`src/rtl/saob_pkg.sv`:
```
// Shared constants and types for the straight-alpha source-over blender.
// Used by saob_divider and straight_alpha_over_blend; no dependencies.
package saob_pkg;

  localparam int unsigned PIX_W     = 8;
  localparam int unsigned E_W       = 16;  // effective alpha, src_alpha * coverage
  localparam int unsigned ANUM_W    = 24;  // output-alpha numerator
  localparam int unsigned CNUM_W    = 32;  // colour numerator
  localparam int unsigned NUM_W     = 34;  // rounded dividend 2n + den
  localparam int unsigned DEN_W     = 25;  // rounded divisor 2 * den
  localparam int unsigned LANES     = 4;   // red, green, blue, alpha
  localparam int unsigned Q_W       = 8;
  localparam int unsigned STEP_BITS = 2;   // quotient bits per divider stage
  localparam int unsigned DIV_STAGES = Q_W / STEP_BITS;

  localparam int unsigned LANE_R = 0;
  localparam int unsigned LANE_G = 1;
  localparam int unsigned LANE_B = 2;
  localparam int unsigned LANE_A = 3;

  localparam logic [E_W-1:0]   ALPHA_DEN     = E_W'(65025);
  localparam logic [DEN_W-1:0] ALPHA_DEN_X2  = DEN_W'(130050);

  // Side data that rides along with the divider pipeline.
  typedef struct packed {
    logic             pass;  // effective alpha is zero: destination goes out
    logic [PIX_W-1:0] red;
    logic [PIX_W-1:0] green;
    logic [PIX_W-1:0] blue;
    logic [PIX_W-1:0] alpha;
  } saob_tag_t;

endpackage

```
`src/rtl/saob_divider.sv`:
```
// Pipelined restoring divider, four lanes, two quotient bits per stage.
// Depends on saob_pkg; dividend must be below 2**Q_W times the divisor.
module saob_divider
  import saob_pkg::*;
(
  input  logic                             clk_i,
  input  logic                             rst_ni,
  input  logic                             en_i,
  input  logic                             valid_i,
  input  logic [LANES-1:0][NUM_W-1:0]      num_i,
  input  logic [LANES-1:0][DEN_W-1:0]      den_i,
  input  saob_tag_t                        tag_i,
  output logic                             valid_o,
  output logic [LANES-1:0][Q_W-1:0]        quot_o,
  output saob_tag_t                        tag_o
);

  logic [LANES-1:0][NUM_W-1:0] rem_in  [DIV_STAGES];
  logic [LANES-1:0][DEN_W-1:0] den_in  [DIV_STAGES];
  logic [LANES-1:0][Q_W-1:0]   quot_in [DIV_STAGES];
  saob_tag_t                   tag_in  [DIV_STAGES];
  logic                        v_in    [DIV_STAGES];

  logic [LANES-1:0][NUM_W-1:0] rem_d   [DIV_STAGES];
  logic [LANES-1:0][Q_W-1:0]   quot_d  [DIV_STAGES];

  logic [LANES-1:0][NUM_W-1:0] rem_q   [DIV_STAGES];
  logic [LANES-1:0][DEN_W-1:0] den_q   [DIV_STAGES];
  logic [LANES-1:0][Q_W-1:0]   quot_q  [DIV_STAGES];
  saob_tag_t                   tag_q   [DIV_STAGES];
  logic                        valid_q [DIV_STAGES];

  for (genvar s = 0; s < DIV_STAGES; s++) begin : g_stage
    if (s == 0) begin : g_first
      assign rem_in[s]  = num_i;
      assign den_in[s]  = den_i;
      assign quot_in[s] = '0;
      assign tag_in[s]  = tag_i;
      assign v_in[s]    = valid_i;
    end else begin : g_next
      assign rem_in[s]  = rem_q[s-1];
      assign den_in[s]  = den_q[s-1];
      assign quot_in[s] = quot_q[s-1];
      assign tag_in[s]  = tag_q[s-1];
      assign v_in[s]    = valid_q[s-1];
    end

    always_comb begin
      logic [LANES-1:0][NUM_W-1:0] r;
      logic [LANES-1:0][Q_W-1:0]   q;
      logic [NUM_W-1:0]            trial;
      r = rem_in[s];
      q = quot_in[s];
      for (int l = 0; l < LANES; l++) begin
        for (int j = 0; j < STEP_BITS; j++) begin
          trial = NUM_W'(den_in[s][l]) << (Q_W - 1 - s * STEP_BITS - j);
          if (r[l] >= trial) begin
            r[l] = r[l] - trial;
            q[l] = {q[l][Q_W-2:0], 1'b1};
          end else begin
            q[l] = {q[l][Q_W-2:0], 1'b0};
          end
        end
      end
      rem_d[s]  = r;
      quot_d[s] = q;
    end

    always_ff @(posedge clk_i or negedge rst_ni) begin
      if (!rst_ni) begin
        valid_q[s] <= 1'b0;
      end else if (en_i) begin
        valid_q[s] <= v_in[s];
      end
    end

    always_ff @(posedge clk_i) begin
      if (en_i) begin
        rem_q[s]  <= rem_d[s];
        den_q[s]  <= den_in[s];
        quot_q[s] <= quot_d[s];
        tag_q[s]  <= tag_in[s];
      end
    end
  end

  assign valid_o = valid_q[DIV_STAGES-1];
  assign quot_o  = quot_q[DIV_STAGES-1];
  assign tag_o   = tag_q[DIV_STAGES-1];

endmodule

```
`config.mk`:
```
export PLATFORM = sky130hd
export DESIGN_NAME = saob_divider
export DESIGN_NICKNAME = d
export VERILOG_FILES = /design/src/rtl/saob_pkg.sv /design/src/rtl/saob_divider.sv
export SDC_FILE = /design/constraint.sdc
export NUM_CORES = 2
export LEC_CHECK = 0
export ABC_AREA = 0
export BUFFER_PORTS_ARGS = -buffer_cell sky130_fd_sc_hd__buf_2
export CAP_MARGIN = 25
export CORE_MARGIN = 2
export CORE_UTILIZATION = 62
export CTS_CLUSTER_DIAMETER = 50
export DETAILED_ROUTE_END_ITERATION = 12
export HOLD_SLACK_MARGIN = 0.05
export PLACE_DENSITY = 0.8
export RECOVER_POWER = 100
export SYNTH_ARGS = -nofsm -noshare
export SYNTH_HDL_FRONTEND = slang
export SYNTH_SLANG_ARGS = --single-unit
```
`constraint.sdc`:
```
create_clock -name clk_i -period 11.7 [get_ports clk_i]
set_clock_uncertainty 0.15 [all_clocks]
set_input_delay 0.585 -clock clk_i [delete_from_list [all_inputs] [get_ports clk_i]]
set_output_delay 0.585 -clock clk_i [all_outputs]
set_load 0.005 [all_outputs]
```
# Yosys cells after proc, flatten, opt, wreduce, memory -nomap -nowiden
# Memories as Yosys holds them, arrays and structs flattened.
# Cells that the tools add are included.
[totals]
register_bits = 4
ramBits = 1204
input_bits = 273
output_inout_bits = 66
wordCells = 138
mem_count = 4
[mem_list]
columns = ["name", "words", "width", "rd", "rd_clocked_by_memory_dff", "wr", "line", "text"]
rows = [
  ["rem_q", 4, 136, 3, 0, 4, "saob_divider.sv:27", "logic [LANES-1:0][NUM_W-1:0] rem_q [DIV_STAGES];"],
  ["den_q", 4, 100, 3, 0, 4, "saob_divider.sv:28", "logic [LANES-1:0][DEN_W-1:0] den_q [DIV_STAGES];"],
  ["tag_q", 4, 33, 4, 0, 4, "saob_divider.sv:30", "saob_tag_t tag_q [DIV_STAGES];"],
  ["quot_q", 4, 32, 4, 0, 4, "saob_divider.sv:29", "logic [LANES-1:0][Q_W-1:0] quot_q [DIV_STAGES];"],
]
[classes]
addsub = 32
n_lt_le_gt_ge = 32
muxes = 66
[ops]
columns = ["op", "count"]
rows = [
  ["two-way mux 34 bit", 32],
  [">= comparator 34 x 25 -> 1 bit", 4],
  [">= comparator 34 x 26 -> 1 bit", 4],
  [">= comparator 34 x 27 -> 1 bit", 4],
  [">= comparator 34 x 28 -> 1 bit", 4],
  [">= comparator 34 x 29 -> 1 bit", 4],
  [">= comparator 34 x 30 -> 1 bit", 4],
  [">= comparator 34 x 31 -> 1 bit", 4],
  [">= comparator 34 x 32 -> 1 bit", 4],
  ["subtractor 34 x 25 -> 34 bit", 4],
  ["subtractor 34 x 26 -> 34 bit", 4],
  ["subtractor 34 x 27 -> 34 bit", 4],
  ["subtractor 34 x 28 -> 34 bit", 4],
  ["subtractor 34 x 29 -> 34 bit", 4],
  ["subtractor 34 x 30 -> 34 bit", 4],
  ["subtractor 34 x 31 -> 34 bit", 4],
  ["subtractor 34 x 32 -> 34 bit", 4],
  ["two-way mux 1 bit", 34],
]

# Longest topological paths before layout
# An unclocked memory read counts as a cell.
[logic_depth]
word_depth = 5
depth_mapped = 30
depth_no_buf = 28

# Worst setup path after synthesis
# No wires, ideal clock.
[synth_timing]
path_type = "in2reg"
start = "input den_i[1] (netlist bit)"
end = "memory rem_q[0][23] (netlist bit) (data pin)"
setup_time_ns = 0.260
t_arrival_ns = 6.149
required_time_ns = 11.290
path_slack_ns = 5.141
cell_stages = 24
path_buffers = 2
path_cell_list = "inv_1 ha_1 nor2b_1 o21ai_0 a21oi_1 o311a_1 nor3_2 o211ai_1 a31oi_1 clkbuf_1 mux2_2 ha_1 and3_1 a221o_1 nand3_1 nand3_1 a211oi_1 o21ai_0 a311o_1 nand2_1 o31ai_1 nor3b_4 buf_4 mux2_2"
[synth_rtl]
columns = ["item", "line", "text"]
rows = [
  ["start: declaration", "saob_divider.sv:11", "input logic [LANES-1:0][DEN_W-1:0] den_i,"],
  ["end: declaration", "saob_divider.sv:27", ""],
]

==> reports/metrics.csv <==
stage,metric,value,unit
synth,synth.lib_cells_used.distinct,108,
flow_run,cap_viol_max_count,16,
global_routing,globalRouteMet3Util,0.0446,
worst_setup_path,crit_path_top_delay_cell,sky130_fd_sc_hd__clkbuf_1,
final_layout,drive_above_1_share,0.0766,
floorplan,die_h,355,um
power,peakVddDrop,0.179,mV
global_routing,grt_antenna_before_repair,16,
worst_setup_path,crit_path_max_fanout,39,
global_routing,grt_first_pass_wirelength,321000,um
power,clockPowerShare,0.153,
global_routing,global_route.peak_usage_layer,met2,
worst_setup_path,critical-path-top-cell-by-count,sky130_fd_sc_hd__inv_1,
synth,synthesis.area_per_instance,9.35,um2
global_routing,grt_max_degree,197,
floorplan,num_rows,128,
timing,grt_setup_unrepaired,false,
clock_network,clkSlewWorstSetupHoldPaths,0.05,ns
synth,synth-edff-count,920,
synth,synth-seq-cells,924,
timing,setup_viol_count_final,0,
worst_setup_path,setup.worst_path.class,flip-flop to flip-flop,
worst_setup_path,crit_path_start_kind,flip-flop,
power,total_leakage_power,0.0359,uW
final_layout,fin_nets,9774,
worst_setup_path,cp.required,12.03,ns
worst_setup_path,crit_family,compound AO/OA/AOI/OAI gates,
final_layout,final_standard_cell_utilization_of_the_core,0.698,
floorplan,die_w,355,um
timing,worst_margin_slew,5.24,ns
timing,totalNegativeSetupSlack,0,ns
power,switching_portion_of_total_power,0.432,
clock_network,clock_insertion_delay_at_the_later_pin_of_the_skew_report,0.76,ns
global_routing,first_global_vias,61894,
route,via_count,63911,
synth,synth-async-reset-ratio,0.00433,
floorplan,io_pins,339,
floorplan,floorplan.initialDensity,0.626,
clock_network,numClockSinks,924,
clock_network,ctsHtreeMaxLevel,4,
outcome,failing_checks,"capacitance limit, slew limit",
route,detail_route.wirelength,203000,um
clock_network,cts_max_path_buffers,3,
place,gp_routability_congestion,1.01,
worst_setup_path,critical_path.n_buffers_inverters,5,
route,avgViaCountPerCell,6.14,
outcome,status,finished with violations,
global_routing,globalRouteMet2Util,0.530,
timing,drv_slew,970,
power,share_of_power_burned_in_registers,0.223,
clock_network,cts_buffers,130,
clock_network,post-cts-setup-buffer-count,0,
global_routing,global_route.usage.met1,0.396,
timing,hold_violations,0,
route,ant_nets,0,
clock_network,cts.root.buffer_cell,sky130_fd_sc_hd__clkbuf_16,
power,cellInternalPower,14400,uW
worst_setup_path,timing.critical_path.to_type,flip-flop,
synth,number_of_warning_messages_in_the_yosys_log,0,
timing,final.period_utilization,0.799,
route,drt_pass1_iterations,8,
place,hpwl,159000,um
synth,synth_seq_area_share,0.362,
synth,netlist_instances,8189,
synth,synth_area,76500,um2
power,power.combinational.fraction,0.624,
global_routing,grt-ovfl-total,0,
timing,period_minus_slack,9.35,ns
worst_setup_path,crit_path_cell_trace,inv_1 -> ha_1 -> nor2b_1 -> o211ai_1 -> a21boi_0 -> o31ai_1 -> o21ai_0 -> a311oi_4 -> clkbuf_1 -> inv_1 -> a31o_2 -> ha_1 -> a21o_1 -> a31oi_1 -> o22ai_1 -> o41ai_1 -> a31oi_1 -> nand2_1 -> o21ai_0 -> nand2_1 -> and4_1 -> clkbuf_1 -> inv_1 -> mux2_1,
worst_setup_path,timing.critical_path.arrival,9.68,ns
worst_hold_path,worstHoldPathType,primary input to flip-flop,
final_layout,syn_to_final_growth,11.5,%
power,switchingPower,10900,uW
worst_setup_path,cp_slowest_stage_delay,0.89,ns
global_routing,groute.usage.overall,0.314,
synth,synth_flop_cell,sky130_fd_sc_hd__edfxtp_1,
power,p_per_area,296,nW/um2
route,avgRoutedWirePerCell,19.5,um
route,drt_initial_violations,5045,
clock_network,cts_tree,yes,
route,drc,0,
place,number_of_port_buffers,338,
timing,timing.fmax,107,MHz
synth,synth.net_count,9290,
timing,timing.slew.headroom,-2.49,
floorplan,design.die.area,126000,um2
floorplan,floorplan.core_area,122000,um2
==> worst min-delay path, stage by stage <==
cell and delay [ns]:
sky130_fd_sc_hd__buf_2 0.09, sky130_fd_sc_hd__nand2_1 0.04, sky130_fd_sc_hd__o21ai_0 0.16
==> layout by cell type (no fill, tap or decap), types with 226 or more instances in the layout <==
master,instances
sky130_fd_sc_hd__nand2_1,670
sky130_fd_sc_hd__xor2_1,226
sky130_fd_sc_hd__ha_1,800
sky130_fd_sc_hd__o21ai_0,579
sky130_fd_sc_hd__inv_1,657
sky130_fd_sc_hd__nor2_1,552
sky130_fd_sc_hd__a21o_1,379
sky130_fd_sc_hd__xnor2_1,416
sky130_fd_sc_hd__edfxtp_1,920
sky130_fd_sc_hd__a21oi_1,772
==> state kept, by name (all words and copies together) (netlist names) <==
| register | count |
|---|---|
| rem_q | 408 |
| den_q | 300 |
| tag_q | 132 |
| quot_q | 80 |
| v_in | 3 |
| valid_o | 1 |
==> path summary, 6_finish.rpt <==
path / startpoint / endpoint / slack (ns) / cells past startpoint
max: den_q[0][51] / rem_q[1][86] / 2.35 / 24
min: num_i[40] / rem_q[0][40] / 0.13 / 3
max reg2reg: den_q[0][51] / rem_q[1][86] / 2.35 / 24
min reg2reg: tag_q[2][0] / tag_q[3][0] / 0.25 / 0
max in group asynchronous: rst_ni / valid_o / 10.65 / 3
min in group asynchronous: rst_ni / v_in[2] / 0.58 / 3
==> metrics by stage <==
step | hold slack [ns] | instance area (um2) | std cells | setup slack (ns) | total power [uW]
final | 0.129 | 85400 | 10409 | 2.35 | 25300
after global routing | 0.101 | 85300 | 10399 | 1.81 | 27300
after CTS | 0.0775 | 85800 | 10396 | 4.17 | 25200
after detailed placement | 0.244 | 79900 | 10003 | 4.18 | 21100
after global placement | 0.239 | 79900 | 10003 | 4.31 | 20700
after floorplan | 0.139 | 76500 | 8189 | 5.14 | 17800
==> synthesized netlist by cell type, types with 71 or more instances <==
cell / instances / area share
sky130_fd_sc_hd__o21a_1: 98 / 0.0096
sky130_fd_sc_hd__nand3_1: 159 / 0.010
sky130_fd_sc_hd__inv_1: 653 / 0.032
sky130_fd_sc_hd__a21oi_1: 772 / 0.050
sky130_fd_sc_hd__nor2b_1: 97 / 0.0079
sky130_fd_sc_hd__nand2_1: 670 / 0.033
sky130_fd_sc_hd__and3_1: 71 / 0.0058
sky130_fd_sc_hd__a21o_1: 379 / 0.037
sky130_fd_sc_hd__xnor2_1: 416 / 0.048
sky130_fd_sc_hd__clkbuf_1: 135 / 0.0066
sky130_fd_sc_hd__nor2_1: 552 / 0.027
sky130_fd_sc_hd__ha_1: 800 / 0.13
sky130_fd_sc_hd__nand4_1: 135 / 0.011
sky130_fd_sc_hd__xor2_1: 226 / 0.026
sky130_fd_sc_hd__nand2b_1: 88 / 0.0072
sky130_fd_sc_hd__mux2_2: 214 / 0.031
sky130_fd_sc_hd__o21ai_0: 578 / 0.038
sky130_fd_sc_hd__edfxtp_1: 920 / 0.36
sky130_fd_sc_hd__nor3_1: 116 / 0.0076
sky130_fd_sc_hd__o21bai_1: 97 / 0.0095
==> kinds of logic after synthesis <==
| group | synth area share |
|---|---|
| buffers and inverters | 0.0430 |
| AO/OA/AOI/OAI | 0.204 |
| AND/OR/NAND/NOR | 0.139 |
| adder cells (fa/ha/maj) | 0.138 |
| flip-flops | 0.362 |
| multiplexers | 0.0406 |
| XOR/XNOR | 0.0735 |
==> layout make-up <==
cell class	count	area, um2
sequential	924	27700
fill	9341	36800
clock buffer	147	3380
inverter	662	2480
clock inverter	83	877
multi-input combinational	6410	45500
antenna	13	32.5
timing repair buffer	545	3350
tap	1625	2030
==> layer usage <==
metal / vias up / part of all wire
li1: 31282 / -
met1: 29797 / 0.42
met2: 2329 / 0.47
met3: 495 / 0.062
met4: 8 / 0.050
met5: - / 0.00026
==> power groups by stage <==
stage | registers (uW) | logic, uW | clock network [uW]
2_1_floorplan | 5390 | 12400 | 0
3_3_place_gp | 5640 | 15100 | 0
3_5_place_dp | 5650 | 15500 | 0
4_1_cts | 5600 | 15700 | 3930
5_1_grt | 5700 | 17500 | 4070
6_report | 5630 | 15800 | 3870
==> what timing repair did <==
action,in CTS,in global routing
resized for setup,0,0
hold buffers,163,0
hold endpoints to repair,165,0
(Power assumes the default switching activity.)
